==> config.mk <==
export PLATFORM = sky130hd
export DESIGN_NAME = address_pool_allocator
export DESIGN_NICKNAME = d
export VERILOG_FILES = /design/src/design/apa_pkg.sv /design/src/design/apa_queue.sv /design/src/design/apa_front.sv /design/src/design/apa_back.sv /design/src/design/address_pool_allocator.sv
export SDC_FILE = /design/constraint.sdc
export NUM_CORES = 1
export LEC_CHECK = 0
export BUFFER_PORTS_ARGS = -buffer_cell sky130_fd_sc_hd__buf_4
export CORE_MARGIN = 3
export CORE_UTILIZATION = 55
export DETAILED_ROUTE_END_ITERATION = 8
export PLACE_DENSITY = 0.76
export SLEW_MARGIN = 20
export SYNTH_ARGS = -nofsm -noshare
export SYNTH_HDL_FRONTEND = slang
export SYNTH_HIERARCHICAL = 1
export SYNTH_SLANG_ARGS = --single-unit
==> constraint.sdc <==
create_clock -name clk -period 5.1 [get_ports clk]
set_input_delay 0.765 -clock clk [delete_from_list [all_inputs] [get_ports clk]]
set_output_delay 0.765 -clock clk [all_outputs]
set_load 0.01 [all_outputs]
==> src/design/apa_pkg.sv <==
`timescale 1ns / 1ps

package apa_pkg;

    localparam int APA_POOL_MAX = 256;

    localparam int REQ_W     = 2;
    localparam int STATUS_W  = 2;
    localparam int ADDR_W    = 32;
    localparam int OFFSET_W  = 16;
    localparam int PREFIX_W  = 5;
    localparam int CFG_IDX_W = 2;

    localparam int QUEUE_DEPTH = 2;

    localparam logic [PREFIX_W-1:0] PREFIX_MIN   = 5'd16;
    localparam logic [PREFIX_W-1:0] PREFIX_MAX   = 5'd30;
    localparam logic [PREFIX_W-1:0] PREFIX_RESET = 5'd24;

    localparam logic [CFG_IDX_W-1:0] REG_BASE_ADDR     = 2'd0;
    localparam logic [CFG_IDX_W-1:0] REG_PREFIX_LENGTH = 2'd1;

    localparam logic [REQ_W-1:0] REQ_ALLOC   = 2'd0;
    localparam logic [REQ_W-1:0] REQ_PIN     = 2'd1;
    localparam logic [REQ_W-1:0] REQ_RELEASE = 2'd2;

    localparam logic [STATUS_W-1:0] STATUS_DONE    = 2'd0;
    localparam logic [STATUS_W-1:0] STATUS_REFUSED = 2'd1;
    localparam logic [STATUS_W-1:0] STATUS_OUTSIDE = 2'd2;

    typedef logic [2:0] cmd_kind_t;

    localparam cmd_kind_t KIND_ALLOC   = 3'd0;
    localparam cmd_kind_t KIND_PIN     = 3'd1;
    localparam cmd_kind_t KIND_RELEASE = 3'd2;
    localparam cmd_kind_t KIND_REFUSE  = 3'd3;
    localparam cmd_kind_t KIND_OUTSIDE = 3'd4;

    localparam int KIND_W = $bits(cmd_kind_t);

    localparam logic [OFFSET_W-1:0] FIRST_CLIENT = 16'd2;
    localparam logic [OFFSET_W-1:0] SERVER_OFF   = 16'd1;

endpackage

==> src/design/apa_queue.sv <==
`timescale 1ns / 1ps

module apa_queue
    import apa_pkg::*;
#(
    parameter int W = 8
)
(
    input  logic         clk,
    input  logic         rst_n,
    input  logic         push,
    input  logic [W-1:0] push_data,
    output logic         full,
    output logic         valid,
    output logic [W-1:0] head,
    input  logic         pop
);

    localparam int PTR_W = (QUEUE_DEPTH > 1) ? $clog2(QUEUE_DEPTH) : 1;
    localparam int CNT_W = $clog2(QUEUE_DEPTH + 1);

    logic [W-1:0]     entry_reg [0:QUEUE_DEPTH-1];
    logic [PTR_W-1:0] wr_ptr_reg;
    logic [PTR_W-1:0] wr_ptr_next;
    logic [PTR_W-1:0] rd_ptr_reg;
    logic [PTR_W-1:0] rd_ptr_next;
    logic [CNT_W-1:0] count_reg;
    logic [CNT_W-1:0] count_next;
    logic             do_push;
    logic             do_pop;

    assign full    = (count_reg == CNT_W'(QUEUE_DEPTH));
    assign valid   = (count_reg != '0);
    assign head    = entry_reg[rd_ptr_reg];
    assign do_push = push && !full;
    assign do_pop  = pop && valid;

    always_comb
    begin
        wr_ptr_next = wr_ptr_reg;
        rd_ptr_next = rd_ptr_reg;
        count_next  = count_reg;
        if (do_push)
        begin
            wr_ptr_next = (wr_ptr_reg == PTR_W'(QUEUE_DEPTH - 1)) ? '0 : wr_ptr_reg + PTR_W'(1);
        end
        if (do_pop)
        begin
            rd_ptr_next = (rd_ptr_reg == PTR_W'(QUEUE_DEPTH - 1)) ? '0 : rd_ptr_reg + PTR_W'(1);
        end
        if (do_push && !do_pop)
        begin
            count_next = count_reg + CNT_W'(1);
        end
        else if (do_pop && !do_push)
        begin
            count_next = count_reg - CNT_W'(1);
        end
    end

    always_ff @(posedge clk or negedge rst_n)
    begin
        if (!rst_n)
        begin
            wr_ptr_reg <= '0;
            rd_ptr_reg <= '0;
            count_reg  <= '0;
        end
        else
        begin
            wr_ptr_reg <= wr_ptr_next;
            rd_ptr_reg <= rd_ptr_next;
            count_reg  <= count_next;
        end
    end

    always_ff @(posedge clk)
    begin
        if (do_push)
        begin
            entry_reg[wr_ptr_reg] <= push_data;
        end
    end

endmodule

==> src/design/apa_front.sv <==
`timescale 1ns / 1ps

module apa_front
    import apa_pkg::*;
#(
    parameter int POOL_MAX = APA_POOL_MAX
)
(
    input  logic                                     s_tvalid,
    output logic                                     s_tready,
    input  logic [REQ_W-1:0]                         s_tuser,
    input  logic [OFFSET_W+ADDR_W-1:0]               s_tdata,
    input  logic [$clog2(POOL_MAX+1)-1:0]            size,
    input  logic [ADDR_W-1:0]                        base_addr,
    input  logic                                     clearing,
    input  logic                                     q_full,
    output logic                                     q_push,
    output logic [KIND_W+$clog2(POOL_MAX+1)-1:0]     q_data
);

    localparam int OFF_W = $clog2(POOL_MAX + 1);

    logic [OFFSET_W-1:0] req_off;
    logic [ADDR_W-1:0]   req_addr;
    logic [ADDR_W-1:0]   rel_diff;
    logic                pin_ok;
    logic                rel_ok;
    cmd_kind_t           kind;
    logic [OFF_W-1:0]    cmd_off;

    assign req_off  = s_tdata[OFFSET_W-1:0];
    assign req_addr = s_tdata[OFFSET_W+ADDR_W-1:OFFSET_W];
    assign rel_diff = req_addr - base_addr;

    // pinned offset must lie in 2..size, release offset in 1..size
    assign pin_ok = (req_off >= FIRST_CLIENT) && (req_off <= OFFSET_W'(size));
    assign rel_ok = (req_addr >= base_addr) && (rel_diff != '0)
                    && (rel_diff <= ADDR_W'(size));

    always_comb
    begin
        kind    = KIND_REFUSE;
        cmd_off = '0;
        case (s_tuser)
            REQ_ALLOC:
            begin
                kind = KIND_ALLOC;
            end
            REQ_PIN:
            begin
                if (pin_ok)
                begin
                    kind    = KIND_PIN;
                    cmd_off = req_off[OFF_W-1:0];
                end
            end
            REQ_RELEASE:
            begin
                if (rel_ok)
                begin
                    kind    = KIND_RELEASE;
                    cmd_off = rel_diff[OFF_W-1:0];
                end
                else
                begin
                    kind = KIND_OUTSIDE;
                end
            end
            default:
            begin
                kind = KIND_REFUSE;
            end
        endcase
    end

    assign s_tready = !q_full && !clearing;
    assign q_push   = s_tvalid && s_tready;
    assign q_data   = {kind, cmd_off};

endmodule

==> src/design/apa_back.sv <==
`timescale 1ns / 1ps

module apa_back
    import apa_pkg::*;
#(
    parameter int POOL_MAX = APA_POOL_MAX
)
(
    input  logic                                 clk,
    input  logic                                 rst_n,
    input  logic [$clog2(POOL_MAX+1)-1:0]        size,
    input  logic [ADDR_W-1:0]                    base_addr,
    input  logic                                 q_valid,
    input  logic [KIND_W+$clog2(POOL_MAX+1)-1:0] q_data,
    output logic                                 q_pop,
    output logic                                 clearing,
    output logic                                 m_tvalid,
    input  logic                                 m_tready,
    output logic [STATUS_W-1:0]                  m_tuser,
    output logic [ADDR_W-1:0]                    m_tdata
);

    localparam int OFF_W  = $clog2(POOL_MAX + 1);
    localparam int NXT_W  = $clog2(POOL_MAX + 2);
    localparam int MOD_CW = $clog2(NXT_W);

    localparam logic [2:0] ST_CLEAR = 3'd0;
    localparam logic [2:0] ST_IDLE  = 3'd1;
    localparam logic [2:0] ST_PIN   = 3'd2;
    localparam logic [2:0] ST_MOD   = 3'd3;
    localparam logic [2:0] ST_SCAN  = 3'd4;

    logic mem [0:POOL_MAX];

    logic [2:0]          state_reg;
    logic [2:0]          state_next;
    logic [OFF_W-1:0]    clr_reg;
    logic [OFF_W-1:0]    clr_next;
    logic [NXT_W-1:0]    next_off_reg;
    logic [NXT_W-1:0]    next_off_next;
    logic [NXT_W-1:0]    mod_val_reg;
    logic [NXT_W-1:0]    mod_val_next;
    logic [MOD_CW-1:0]   mod_cnt_reg;
    logic [MOD_CW-1:0]   mod_cnt_next;
    logic [OFF_W-1:0]    mod_rem_reg;
    logic [OFF_W-1:0]    mod_rem_next;
    logic [OFF_W:0]      mod_shift;
    logic [OFF_W:0]      mod_trial;
    logic [OFF_W-1:0]    scan_off_reg;
    logic [OFF_W-1:0]    scan_off_next;
    logic [OFF_W-1:0]    issued_reg;
    logic [OFF_W-1:0]    issued_next;
    logic                chk_valid_reg;
    logic                chk_valid_next;
    logic                chk_last_reg;
    logic                chk_last_next;
    logic [OFF_W-1:0]    chk_off_reg;
    logic [OFF_W-1:0]    chk_off_next;
    logic [OFF_W-1:0]    cur_off_reg;
    logic [OFF_W-1:0]    cur_off_next;
    logic                out_valid_reg;
    logic                out_valid_next;
    logic [STATUS_W-1:0] out_status_reg;
    logic [STATUS_W-1:0] out_status_next;
    logic [ADDR_W-1:0]   out_addr_reg;
    logic [ADDR_W-1:0]   out_addr_next;
    logic                rd_data_reg;

    logic                mem_we;
    logic [OFF_W-1:0]    mem_waddr;
    logic                mem_wdata;
    logic [OFF_W-1:0]    mem_raddr;

    cmd_kind_t           q_kind;
    logic [OFF_W-1:0]    q_off;

    assign q_kind = q_data[KIND_W+OFF_W-1:OFF_W];
    assign q_off  = q_data[OFF_W-1:0];

    assign clearing = (state_reg == ST_CLEAR);
    assign m_tvalid = out_valid_reg;
    assign m_tuser  = out_status_reg;
    assign m_tdata  = out_addr_reg;

    // one restoring step of (next - 1) mod size
    assign mod_shift = {mod_rem_reg, mod_val_reg[mod_cnt_reg]};
    assign mod_trial = (mod_shift >= {1'b0, size}) ? mod_shift - {1'b0, size} : mod_shift;

    always_comb
    begin
        state_next      = state_reg;
        clr_next        = clr_reg;
        next_off_next   = next_off_reg;
        mod_val_next    = mod_val_reg;
        mod_cnt_next    = mod_cnt_reg;
        mod_rem_next    = mod_rem_reg;
        scan_off_next   = scan_off_reg;
        issued_next     = issued_reg;
        chk_valid_next  = 1'b0;
        chk_last_next   = 1'b0;
        chk_off_next    = chk_off_reg;
        cur_off_next    = cur_off_reg;
        out_valid_next  = out_valid_reg && !m_tready;
        out_status_next = out_status_reg;
        out_addr_next   = out_addr_reg;
        mem_we          = 1'b0;
        mem_waddr       = '0;
        mem_wdata       = 1'b0;
        mem_raddr       = '0;
        q_pop           = 1'b0;

        case (state_reg)
            ST_CLEAR:
            begin
                mem_we    = 1'b1;
                mem_waddr = clr_reg;
                if (clr_reg == OFF_W'(POOL_MAX))
                begin
                    state_next = ST_IDLE;
                end
                else
                begin
                    clr_next = clr_reg + OFF_W'(1);
                end
            end
            ST_IDLE:
            begin
                if (q_valid && !out_valid_reg)
                begin
                    q_pop = 1'b1;
                    case (q_kind)
                        KIND_ALLOC:
                        begin
                            mod_val_next = next_off_reg - NXT_W'(1);
                            mod_cnt_next = MOD_CW'(NXT_W - 1);
                            mod_rem_next = '0;
                            state_next   = ST_MOD;
                        end
                        KIND_PIN:
                        begin
                            mem_raddr    = q_off;
                            cur_off_next = q_off;
                            state_next   = ST_PIN;
                        end
                        KIND_RELEASE:
                        begin
                            mem_we          = 1'b1;
                            mem_waddr       = q_off;
                            out_valid_next  = 1'b1;
                            out_status_next = STATUS_DONE;
                            out_addr_next   = '0;
                        end
                        KIND_OUTSIDE:
                        begin
                            out_valid_next  = 1'b1;
                            out_status_next = STATUS_OUTSIDE;
                            out_addr_next   = '0;
                        end
                        default:
                        begin
                            out_valid_next  = 1'b1;
                            out_status_next = STATUS_REFUSED;
                            out_addr_next   = '0;
                        end
                    endcase
                end
            end
            ST_PIN:
            begin
                out_valid_next = 1'b1;
                if (!rd_data_reg)
                begin
                    mem_we          = 1'b1;
                    mem_waddr       = cur_off_reg;
                    mem_wdata       = 1'b1;
                    out_status_next = STATUS_DONE;
                    out_addr_next   = base_addr + ADDR_W'(cur_off_reg);
                end
                else
                begin
                    out_status_next = STATUS_REFUSED;
                    out_addr_next   = '0;
                end
                state_next = ST_IDLE;
            end
            ST_MOD:
            begin
                mod_rem_next = mod_trial[OFF_W-1:0];
                if (mod_cnt_reg == '0)
                begin
                    scan_off_next = mod_trial[OFF_W-1:0] + OFF_W'(1);
                    issued_next   = '0;
                    state_next    = ST_SCAN;
                end
                else
                begin
                    mod_cnt_next = mod_cnt_reg - MOD_CW'(1);
                end
            end
            ST_SCAN:
            begin
                if (chk_valid_reg && (chk_off_reg != OFF_W'(SERVER_OFF)) && !rd_data_reg)
                begin
                    mem_we          = 1'b1;
                    mem_waddr       = chk_off_reg;
                    mem_wdata       = 1'b1;
                    next_off_next   = NXT_W'(chk_off_reg) + NXT_W'(1);
                    out_valid_next  = 1'b1;
                    out_status_next = STATUS_DONE;
                    out_addr_next   = base_addr + ADDR_W'(chk_off_reg);
                    state_next      = ST_IDLE;
                end
                else if (chk_valid_reg && chk_last_reg)
                begin
                    out_valid_next  = 1'b1;
                    out_status_next = STATUS_REFUSED;
                    out_addr_next   = '0;
                    state_next      = ST_IDLE;
                end
                else if (issued_reg != size)
                begin
                    mem_raddr      = scan_off_reg;
                    chk_valid_next = 1'b1;
                    chk_off_next   = scan_off_reg;
                    chk_last_next  = (issued_reg == size - OFF_W'(1));
                    scan_off_next  = (scan_off_reg == size) ? OFF_W'(1)
                                                            : scan_off_reg + OFF_W'(1);
                    issued_next    = issued_reg + OFF_W'(1);
                end
            end
            default:
            begin
                state_next = ST_IDLE;
            end
        endcase
    end

    always_ff @(posedge clk or negedge rst_n)
    begin
        if (!rst_n)
        begin
            state_reg     <= ST_CLEAR;
            clr_reg       <= '0;
            next_off_reg  <= NXT_W'(FIRST_CLIENT);
            mod_cnt_reg   <= '0;
            issued_reg    <= '0;
            chk_valid_reg <= 1'b0;
            chk_last_reg  <= 1'b0;
            out_valid_reg <= 1'b0;
        end
        else
        begin
            state_reg     <= state_next;
            clr_reg       <= clr_next;
            next_off_reg  <= next_off_next;
            mod_cnt_reg   <= mod_cnt_next;
            issued_reg    <= issued_next;
            chk_valid_reg <= chk_valid_next;
            chk_last_reg  <= chk_last_next;
            out_valid_reg <= out_valid_next;
        end
    end

    always_ff @(posedge clk)
    begin
        mod_val_reg    <= mod_val_next;
        mod_rem_reg    <= mod_rem_next;
        scan_off_reg   <= scan_off_next;
        chk_off_reg    <= chk_off_next;
        cur_off_reg    <= cur_off_next;
        out_status_reg <= out_status_next;
        out_addr_reg   <= out_addr_next;
    end

    // used-bit map
    always_ff @(posedge clk)
    begin
        if (mem_we)
        begin
            mem[mem_waddr] <= mem_wdata;
        end
        rd_data_reg <= mem[mem_raddr];
    end

endmodule

==> src/design/address_pool_allocator.sv <==
`timescale 1ns / 1ps

// Hands out IPv4 host addresses from a subnet pool of min(2^(32-prefix)-2, POOL_MAX)
// offsets (prefix clamped to 16..30), offset 1 kept for the server. After reset the
// used-bit memory is swept clear, one entry a cycle, over all POOL_MAX+1 entries;
// no item is taken during that sweep, configuration writes are. Items pass a
// classifier and a two-entry queue into an executor that owns the used-bit memory,
// with one write and one read port. A release or a refused item is handled in the
// idle state; a pinned allocation reads the memory, then updates it if the offset
// is free. A next-fit allocation first reduces the pointer modulo the pool size bit
// by bit, then reads the memory once per probed offset until a free offset is found
// or all size offsets have been probed. The executor starts the next item once the
// output register is empty. Write configuration only while the block is idle.

module address_pool_allocator
    import apa_pkg::*;
#(
    parameter int POOL_MAX = APA_POOL_MAX
)
(
    input  logic                       clk,
    input  logic                       rst_n,
    input  logic                       cfg_valid,
    output logic                       cfg_ready,
    input  logic [CFG_IDX_W-1:0]       cfg_index,
    input  logic [ADDR_W-1:0]          cfg_data,
    input  logic                       s_tvalid,
    output logic                       s_tready,
    input  logic [REQ_W-1:0]           s_tuser,   // req_type
    input  logic [OFFSET_W+ADDR_W-1:0] s_tdata,   // offset, address
    output logic                       m_tvalid,
    input  logic                       m_tready,
    output logic [STATUS_W-1:0]        m_tuser,   // status
    output logic [ADDR_W-1:0]          m_tdata    // assigned_addr
);

    localparam int OFF_W   = $clog2(POOL_MAX + 1);
    localparam int CMD_W   = KIND_W + OFF_W;
    localparam int TOTAL_W = OFFSET_W + 1;

    logic [ADDR_W-1:0]   base_reg;
    logic [PREFIX_W-1:0] prefix_reg;
    logic [PREFIX_W-1:0] prefix_clamped;
    logic [PREFIX_W-1:0] host_width;
    logic [TOTAL_W-1:0]  host_total;
    logic [OFF_W-1:0]    size;
    logic                clearing;
    logic                q_full;
    logic                q_push;
    logic [CMD_W-1:0]    q_in;
    logic                q_valid;
    logic [CMD_W-1:0]    q_head;
    logic                q_pop;

    assign cfg_ready = 1'b1;

    always_ff @(posedge clk or negedge rst_n)
    begin
        if (!rst_n)
        begin
            base_reg   <= '0;
            prefix_reg <= PREFIX_RESET;
        end
        else if (cfg_valid && cfg_ready)
        begin
            case (cfg_index)
                REG_BASE_ADDR:
                begin
                    base_reg <= cfg_data;
                end
                REG_PREFIX_LENGTH:
                begin
                    prefix_reg <= cfg_data[PREFIX_W-1:0];
                end
                default:
                begin
                end
            endcase
        end
    end

    // pool size from the clamped prefix
    assign prefix_clamped = (prefix_reg < PREFIX_MIN) ? PREFIX_MIN :
                            (prefix_reg > PREFIX_MAX) ? PREFIX_MAX : prefix_reg;
    assign host_width = PREFIX_W'(ADDR_W) - prefix_clamped;
    assign host_total = (TOTAL_W'(1) << host_width) - TOTAL_W'(2);
    assign size       = (host_total > TOTAL_W'(POOL_MAX)) ? OFF_W'(POOL_MAX)
                                                          : host_total[OFF_W-1:0];

    apa_front #(
        .POOL_MAX (POOL_MAX)
    ) u_front (
        .s_tvalid  (s_tvalid),
        .s_tready  (s_tready),
        .s_tuser   (s_tuser),
        .s_tdata   (s_tdata),
        .size      (size),
        .base_addr (base_reg),
        .clearing  (clearing),
        .q_full    (q_full),
        .q_push    (q_push),
        .q_data    (q_in)
    );

    apa_queue #(
        .W (CMD_W)
    ) u_queue (
        .clk       (clk),
        .rst_n     (rst_n),
        .push      (q_push),
        .push_data (q_in),
        .full      (q_full),
        .valid     (q_valid),
        .head      (q_head),
        .pop       (q_pop)
    );

    apa_back #(
        .POOL_MAX (POOL_MAX)
    ) u_back (
        .clk       (clk),
        .rst_n     (rst_n),
        .size      (size),
        .base_addr (base_reg),
        .q_valid   (q_valid),
        .q_data    (q_head),
        .q_pop     (q_pop),
        .clearing  (clearing),
        .m_tvalid  (m_tvalid),
        .m_tready  (m_tready),
        .m_tuser   (m_tuser),
        .m_tdata   (m_tdata)
    );

    // only a successful allocation carries an address
    assert property (@(posedge clk) disable iff (!rst_n)
        m_tvalid && (m_tuser != STATUS_DONE) |-> (m_tdata == '0))
        else $error("non-zero address on a failed result");

    // no item taken during the clearing sweep
    assert property (@(posedge clk) disable iff (!rst_n)
        clearing |-> !s_tready)
        else $error("item accepted while clearing");

    // an accepted item is queued for the executor
    assert property (@(posedge clk) disable iff (!rst_n)
        s_tvalid && s_tready |=> q_valid)
        else $error("accepted item lost before the queue");

endmodule
== After elaboration in Yosys (flattened, before gate mapping) ==
Memories as Yosys holds them, arrays and structs flattened. A register that Yosys moved wholly into a read port is not among the register bits.
Cells that the tools add are included.
Storage, ports and cells
  register bits: 157
  bits of input ports: 89
  bits in read-only memories: 0
  latch bits: 0
  memories: 2
  logic and storage cells: 214
  memory bits (writable): 281
Memories
  u_back.mem: depth 257, bits a word 1, read ports 1, clocked after memory_dff 1, wr ports 1, line apa_back.sv:33  | logic mem [0:POOL_MAX];
  u_queue.entry_reg: depth 2, bits a word 12, read ports 1, clocked after memory_dff 0, wr ports 1, line apa_queue.sv:22  | logic [W-1:0] entry_reg [0:QUEUE_DEPTH-1];
Cells by class
  shifts and indexed selects: 1
  eq/ne operators: 27
  divide/modulo/power cells: 0
  reductions and logical operators: 45
  bitwise gates (word level): 3
  $mul: 0
  $add $sub $neg: 18
  mux-type cells: 89
  order comparisons: 9
Operators by type and width (number)
  $mux 9: 24
  $mux 32: 5
  $pmux 32 s3: 1
  $pmux 9 s2: 5
  $add 32x9->32: 2
  $add 9x1->9 const B: 5
  $pmux 9 s4: 1
  $ge 32x32->1: 1
  $le 32x9->1: 1
  $reduce_bool 32->1: 1
  $sub 32x32->32: 1
  $mux 1: 26
  $eq 9x9->1: 2
  $mux 3: 6
  $sub 9x1->9 const B: 2
  $gt 17x9->1 const B: 1
  $shl 1x5->17 const A: 1
  $sub 17x3->17 const B: 1
  $ge 16x2->1 const B: 1
  $le 16x9->1: 1
  $logic_and 1x1->1: 14
  $mux 2: 6
  $mux 4: 3
  $pmux 2 s3: 2
  43 further kinds: 79

== Depth between registers and ports, before layout ==
Gate-level depths: netlist of run 1.
  depth in word-level cells: 14
  mapped depth: 22
  gate-level depth less buffers: 22

== By module ==
The synthesis of run 1 kept the hierarchy.
Modules (own cells, without submodules)
  apa_back: area each 19593.8 um^2, seq. area each 11036.8 um^2, cells each 1905, times used 1
  apa_front: area each 3121.7 um^2, seq. area each 0.0 um^2, cells each 461, times used 1
  address_pool_allocator: area each 1539.0 um^2, seq. area each 928.4 um^2, cells each 103, times used 1
  apa_queue: area each 1069.8 um^2, seq. area each 820.8 um^2, cells each 56, times used 1

== Least setup slack after synthesis of run 1 ==
No wires, ideal clock.
  kind: reg-to-reg
  start: reg u_back.chk_off_reg[0]
  end: mem u_back.mem[16], enable pin
  setup slack: -0.467 ns
  stages on the path, launching flop included: 12
  data arrival time: 5.267 ns
  required time: 4.800 ns
  path through: edfxtp_1 > ha_1 > nor4b_2 > a21oi_1 > and3_1 > nor2_1 > inv_1 > o31ai_1 > nor2_1 > nand2_1 > buf_2 > nor2_1
Between the ends
  word-level cells in the longest chain between the ends: 7
  elaborated cells between the ends (all ways): 9
  those cells by class: eq/ne: 1; mux: 6; reduce/logical: 2
RTL lines
  from (decl): line apa_back.sv:57  | logic [OFF_W-1:0] chk_off_reg;
  from (signal assigned): line apa_back.sv:269  | chk_off_reg <= chk_off_next;
  $ne 9x1->1: line apa_back.sv:202  | if (chk_valid_reg && (chk_off_reg != OFF_W'(SERVER_OFF)) && !rd_data_reg)
  $logic_and 1x1->1 (2 in a row): line apa_back.sv:202
  $mux 1: line apa_back.sv:202
  $pmux 1 s4: line apa_back.sv:112  | case (state_reg)
  $mux 1: line apa_back.sv:278  | if (mem_we)
  $mux 1 (implied by the code): line apa_back.sv:280  | mem[mem_waddr] <= mem_wdata;
  to (decl): line apa_back.sv:33
Several ways; a longest one is shown, not always the timed one.

== Worst setup path in the final report of run 1 ==
  start: reg base_reg[0]
  end: mem u_queue/entry_reg[1][5] (netlist name), data pin
Between the ends
  word-level cells in the longest chain between the ends: 6
  elaborated cells between the ends (all ways): 8
  those cells by class: add/sub: 1; order compare: 2; mux: 2; reduce/logical: 3
RTL lines
  from (decl): line address_pool_allocator.sv:41  | logic [ADDR_W-1:0] base_reg;
  from (signal assigned): line address_pool_allocator.sv:69  | base_reg <= cfg_data;
  parallel branches: the longest is 4 deep, another holds $sub 32x32->32
  $mux 9 *: line apa_front.sv:59  | if (rel_ok)
  $pmux 9 s2 *: line apa_front.sv:44  | case (s_tuser)
  net q_in[5]: line address_pool_allocator.sv:50  | logic [CMD_W-1:0] q_in;
  to (decl): line apa_queue.sv:22
Mark *: on every way through the listed nets, which the timed path passes.

==> reports/results.ini, run 1 <==
[run_status]
status=completed

[sta]
setup_violations=0
fmax_ghz=0.200
relSlewSlack_pct=20.1
report.final.slew_viol_count=0
hold_violations=0
tightest_slew_ns=1.20
min_period_ns=5.00
fin_crit_sh_pct=98.1
fin_skew_ns=0.0178
timing.hold.ws_ns=0.104

[pwr]
p_switching_mw=2.51
intPower_mw=6.47
p_clk_share_pct=37.3
total_leakage_power_nw=10.2
switching_share_pct=28.0
ir_worst_vdd_mv=0.336
powerDensity_mw_per_mm2=315
power_frac_comb_pct=18.2
seq_power_share_pct=44.6
finalPower_mw=8.99

[clocking]
cts_tree=yes
cts_buffers=47
postCtsHoldBufs=0
ctsRootBufferMaster=clkbuf_16
clk_latency_ns=0.59
htree_levels=2
cts.sinks=439
ctsLongestPathBuffers=3
path_clk_slew_ns=0.06

[synth]
postSynthAreaPerCell_um2=10.0
yosysSeqAreaShare_pct=50.5
synth_common_cells=nor2_1, edfxtp_1, nand2_1, a21oi_1, inv_1
synthesis.area_mm2=0.0253
ys_ff_latch=439
netlist_top_cells_area=edfxtp_1, dfrtp_1, nor2_1
synth_edf_count=360
synth_largest_area_cell=edfxtp_1
netlist_instances=2525
yosysUniqueCellTypes=111
synth_top_area_share_pct=42.7
yosys_warnings=6
async_reset_ff_share_pct=17.8
yosysMostFrequentCell=nor2_1
ys.flop_type=edfxtp_1

[worst_setup_path]
slowest_delay_ns=0.56
worstReg2RegEnd=u_queue/entry_reg[1][5]
cp-end-kind=register
path_buf_inv=1
cp.arrival_ns=5.38
rr_startpoint=base_reg[0]
path_class=register to register
crit_slowest_cell=or4_4
required_ns=5.47
r2r_slack_ns=0.1
worstPathCellList=ha_1 -> fa_1 -> nand2b_1 -> a21oi_1 -> mux2i_1 -> or3_4 -> ha_1 -> a21oi_1 -> a21boi_2 -> o41a_2 -> or4_1 -> or4_4 -> nor4_4 -> buf_4 -> nand4_4 -> o32ai_1
startpoint_type=register
r2r_cells=16
cp_top_family=simple AND/OR/NAND/NOR gates
crit_fanout=5

[floorplanning]
dieHeight_um=221
io_pins=126
start_util_pct=56.4
core_mm2=0.0449
rows=77
die_area_mm2=0.0487
dieWidth_um=221

[detailed_routing]
vias_per_cell=6.32
antenna_left=0
vias=20700
drc=0
drt-wirelength-per-cell_um=22.3
drtIter0Drc=2706
firstDrtPassIters=8
wl_um=72900

[place]
place_inst=3178
gp_congestion=0.984
port_buffers=124
dp_hpwl_um=49400

[layout]
antenna_cells=0
final_core_utilization_pct=63.5
multi_input_area_mm2=0.0115
final_cells=3269
drive_gt1_share_pct=14.1
final_nets=2823
ff_latch_area_mm2=0.0128
fill_cells=3583
syn_to_final_growth_pct=12.7
largest_register_ff_count=257

[global_route]
grt_max_degree=260
grt_util_all_layers_pct=29.6
antenna_found_initial=0
grt_pass1_wl_um=111000
grt_overflow=0
grt_pass1_vias=19800

[job]
max-cap-violations=0

[hold_path]
worst_hold_path_type=input port to async pin

## metrics by stage
step	setup TNS, ns	area (um2)	setup slack, ns
floorplan	0	25400	0.0981
CTS	0	28400	0.0287
global placement	-3.24	26900	-0.185
finish	0	28500	0.0965
global route	-0.139	28500	-0.0273
detailed placement	-6.40	26900	-0.369
## cells in the final DEF (no fill, tap or decap), types with 75 or more instances in the layout
cell        n
buf_4     184
dfrtp_1    75
inv_1     121
nor2_1    401
ha_1       92
o21ai_0    87
edfxtp_1  360
nand3_1    96
a21oi_1   124
nand2_1   299
## cell type report
| type | count | area share [%] |
|---|---|---|
| inverters | 123 | 1.63 |
| repair buffers | 192 | 5.43 |
| clock inverters | 20 | 0.763 |
| clock buffers | 68 | 4.50 |
| multi-input cells | 1835 | 40.3 |
| well taps | 592 | 2.60 |
| flip-flops and latches | 439 | 44.8 |
## worst register-to-register path, cell delays in order (launching register included)
cell and delay, ns:
dfrtp_1 0.45, ha_1 0.24, fa_1 0.41, nand2b_1 0.20, a21oi_1 0.20, mux2i_1 0.10
or3_4 0.40, ha_1 0.32, a21oi_1 0.18, a21boi_2 0.07, o41a_2 0.38, or4_1 0.41
or4_4 0.56, nor4_4 0.13, buf_4 0.19, nand4_4 0.16, o32ai_1 0.38
## logic make-up (layout without fill, tap and decap cells)
group | Yosys count | count (layout) | synth area share (%)
adder cells (fa/ha/maj) | 96 | 96 | 4.86
AND/OR/NAND/NOR | 1024 | 1025 | 18.4
flip-flops | 439 | 439 | 50.5
multiplexers | 106 | 106 | 4.56
XOR/XNOR | 102 | 102 | 3.53
AO/OA/AOI/OAI | 497 | 497 | 13.3
buffers and inverters | 259 | 403 | 4.75
other | 2 | 9 | 0.0297
## power by group through the flow
stage,sequential [mW],combinational [mW],clock (mW)
floorplan,4.02,1.09,0
global placement,4.07,1.52,0
detailed placement,4.08,1.55,0
CTS,4.00,1.57,3.39
global route,4.01,1.76,3.54
finish,4.01,1.63,3.35
## layer usage
layer | track usage [%] | part of all wire [%]
met1 | 40.0 | 39
met5 | 0 | 0
met2 | 47.3 | 46
met3 | 5.25 | 10
met4 | 12.8 | 4.4
## worst max-delay path by stage
stage                      startpoint                       to  slack, ns  depth (start not counted)
after floorplan           s_tdata[16]  u_queue/entry_reg[0][0]        0.1                         16
after global placement    s_tdata[16]  u_queue/entry_reg[0][7]      -0.18                         17
after detailed placement  s_tdata[16]  u_queue/entry_reg[1][0]      -0.37                         17
after CTS                 base_reg[0]  u_queue/entry_reg[1][0]       0.03                         15
after global routing      base_reg[0]  u_queue/entry_reg[1][1]      -0.03                         16
final                     base_reg[0]  u_queue/entry_reg[1][5]        0.1                         16
## repair_timing
action | CTS | global route
hold endpoints to repair | 0 | 0
setup endpoints to repair | 0 | 21
buffers inserted | 0 | 1
resized for setup | 0 | 11
Power figures use the tool's default switching activity.
==> run 2, diff against run 1 <==
CTS_BUF_LIST = sky130_fd_sc_hd__clkbuf_8 sky130_fd_sc_hd__clkbuf_16   (was default)
SKIP_LAST_GASP = 1   (was default)
==> run 2 against run 1 <==
Against the previous run:
- worst setup slack worse by 0.033 ns
- combinational power about the same
- die area did not move
- sequential share of layout area is the same
- hold slack gained 0.00052 ns
- core utilization did not move
- cell area did not move
- clock skew up 0.0045 ns
- critical endpoint unchanged
- cell count unchanged
- first-iteration DRC count is 3.9% higher
- non-clock buffer count stayed put
- total power fell by 0.38%
==> reports/results.ini, run 2 (synthesized netlist as in run 1, its figures left out) <==
[layout]
multi_input_area_mm2=0.0115  ; unchanged
fill_cells=3583  ; unchanged
antenna_cells=0  ; unchanged
ff_latch_area_mm2=0.0128  ; unchanged
final_core_utilization_pct=63.5  ; unchanged
final_common_cell=nor2_1  ; unchanged
final_cells=3269  ; unchanged
largest_register_ff_count=257  ; unchanged
drive_gt1_share_pct=14.1  ; unchanged
finalInstanceArea_mm2=0.0285  ; unchanged
syn_to_final_growth_pct=12.7  ; unchanged
final_nets=2823  ; unchanged
mostFrequentLayoutCells=nor2_1, edfxtp_1, nand2_1  ; unchanged

[worst_setup_path]
cp_top_family=simple AND/OR/NAND/NOR gates  ; unchanged
slowest_delay_ns=0.56  ; about the same
worstPathCellList=ha_1 -> fa_1 -> nand2b_1 -> a21oi_1 -> mux2i_1 -> or3_4 -> ha_1 -> a21oi_1 -> a21boi_2 -> o41a_2 -> or4_1 -> or4_4 -> nor4_4 -> buf_4 -> nand4_4 -> o32ai_1  ; unchanged
path_buf_inv=1  ; unchanged
cp.arrival_ns=5.41  ; was 5.38 ns
cp-end-kind=register  ; unchanged
required_ns=5.47  ; about the same
path_class=register to register  ; unchanged
startpoint_type=register  ; unchanged
crit_fanout=5  ; unchanged
crit_slowest_cell=or4_4  ; unchanged

[place]
place_inst=3178  ; unchanged
gp_congestion=0.984  ; unchanged
dp_hpwl_um=49400  ; unchanged
dpl_worst_slack_ns=-0.369  ; unchanged
port_buffers=124  ; unchanged
placed_area_mm2=0.0269  ; unchanged

[detailed_routing]
wl_um=72900  ; about the same
drc=0  ; unchanged
antenna_left=0  ; unchanged
drt-wirelength-per-cell_um=22.3  ; about the same
drtIter0Drc=2811  ; was 2,706
firstDrtPassIters=6  ; was 8
vias=20700  ; about the same
vias_per_cell=6.32  ; about the same

[floorplanning]
io_pins=126  ; unchanged
dieWidth_um=221  ; unchanged
dieHeight_um=221  ; unchanged
start_util_pct=56.4  ; unchanged
die_area_mm2=0.0487  ; unchanged
rows=77  ; unchanged
core_mm2=0.0449  ; unchanged

[clocking]
cts.sinks=439  ; unchanged
ctsLongestPathBuffers=3  ; unchanged
htree_levels=2  ; unchanged
clk_latency_ns=0.60  ; was 0.59 ns
cts_tree=yes  ; unchanged
cts_buffers=47  ; unchanged
path_clk_slew_ns=0.06  ; about the same
ctsRootBufferMaster=clkbuf_16  ; unchanged

[sta]
fin_crit_sh_pct=98.7  ; was 98.1%
setup_slack_ns=0.0640  ; was 0.0965 ns
fmax_ghz=0.199  ; was 0.200 GHz
fin_skew_ns=0.0223  ; was 0.0178 ns
setup_violations=0  ; unchanged
report.final.slew_viol_count=0  ; unchanged
min_period_ns=5.04  ; was 5.00 ns
tightest_slew_ns=1.21  ; was 1.20 ns
relSlewSlack_pct=19.2  ; was 20.1%
hold_violations=0  ; unchanged

[global_route]
grt_max_degree=260  ; unchanged
grt_util_all_layers_pct=29.6  ; unchanged
grt_pass1_vias=19800  ; unchanged
grt_overflow=0  ; unchanged
antenna_found_initial=0  ; unchanged
grt_pass1_wl_um=111000  ; about the same

[pwr]
powerDensity_mw_per_mm2=314  ; was 315 mW/mm2
total_leakage_power_nw=10.2  ; about the same
ir_worst_vdd_mv=0.335  ; was 0.336 mV

[hold_path]
worst_hold_path_type=input port to async pin  ; unchanged

[run_status]
status=completed  ; unchanged

[job]
max-cap-violations=0  ; unchanged

run 2: cell types whose count changed in the layout (fill, tap and decap cells not counted):
cell      delta
clkbuf_1    -18
inv_1       +18
run 2: final cells by class:
cell class,count,share of cell area [%]
well taps,592,2.60
clock inverters,38,1.00
clock buffers,50,4.27
multi-input cells,1835,40.3
repair buffers,192,5.43
inverters,123,1.63
flip-flops and latches,439,44.8
run 2: per-stage QoR:
step / setup TNS [ns] / hold slack [ns] / power (mW)
after floorplan: 0 / 0.424 / 5.12
after global routing: -0.139 / 0.133 / 9.28
after detailed placement: -6.40 / 0.481 / 5.63
after CTS: 0 / 0.0957 / 8.92
after global placement: -3.24 / 0.476 / 5.60
final: 0 / 0.104 / 8.95
run 2: report_power, final:
part | internal (mW) | total (mW) | switching [mW]
Sequential | 3.89 | 4.01 | 0.112
Clock | 1.88 | 3.31 | 1.43
Combinational | 0.660 | 1.63 | 0.973
Total | 6.44 | 8.95 | 2.52
run 2: per-layer routing:
layer	track usage, %	share of wire (%)
met2	47.3	46
met1	40.0	39
met3	5.25	10
met5	0	0
met4	12.8	4.6
run 2: worst paths after layout:
check	cells after the start	endpoint	slack, ns	from
worst max register to register	16	u_queue/entry_reg[1][5]	0.06	base_reg[0]
worst min register to register	1	u_queue/count_reg[1]	0.50	u_queue/count_reg[1]
max in group asynchronous	2	u_back/issued_reg[5]	3.92	rst_n
worst min-delay path	1	base_reg[30]	0.10	rst_n
min in group clk	2	base_reg[17]	0.41	cfg_data[17]
worst max-delay path	16	u_queue/entry_reg[1][5]	0.06	base_reg[0]
run 2: timing repair:
| item | CTS | global route |
|---|---|---|
| gates resized for setup | 0 | 11 |
| hold buffers | 0 | 0 |
| buffers inserted | 0 | 1 |
| setup endpoints to repair | 0 | 21 |
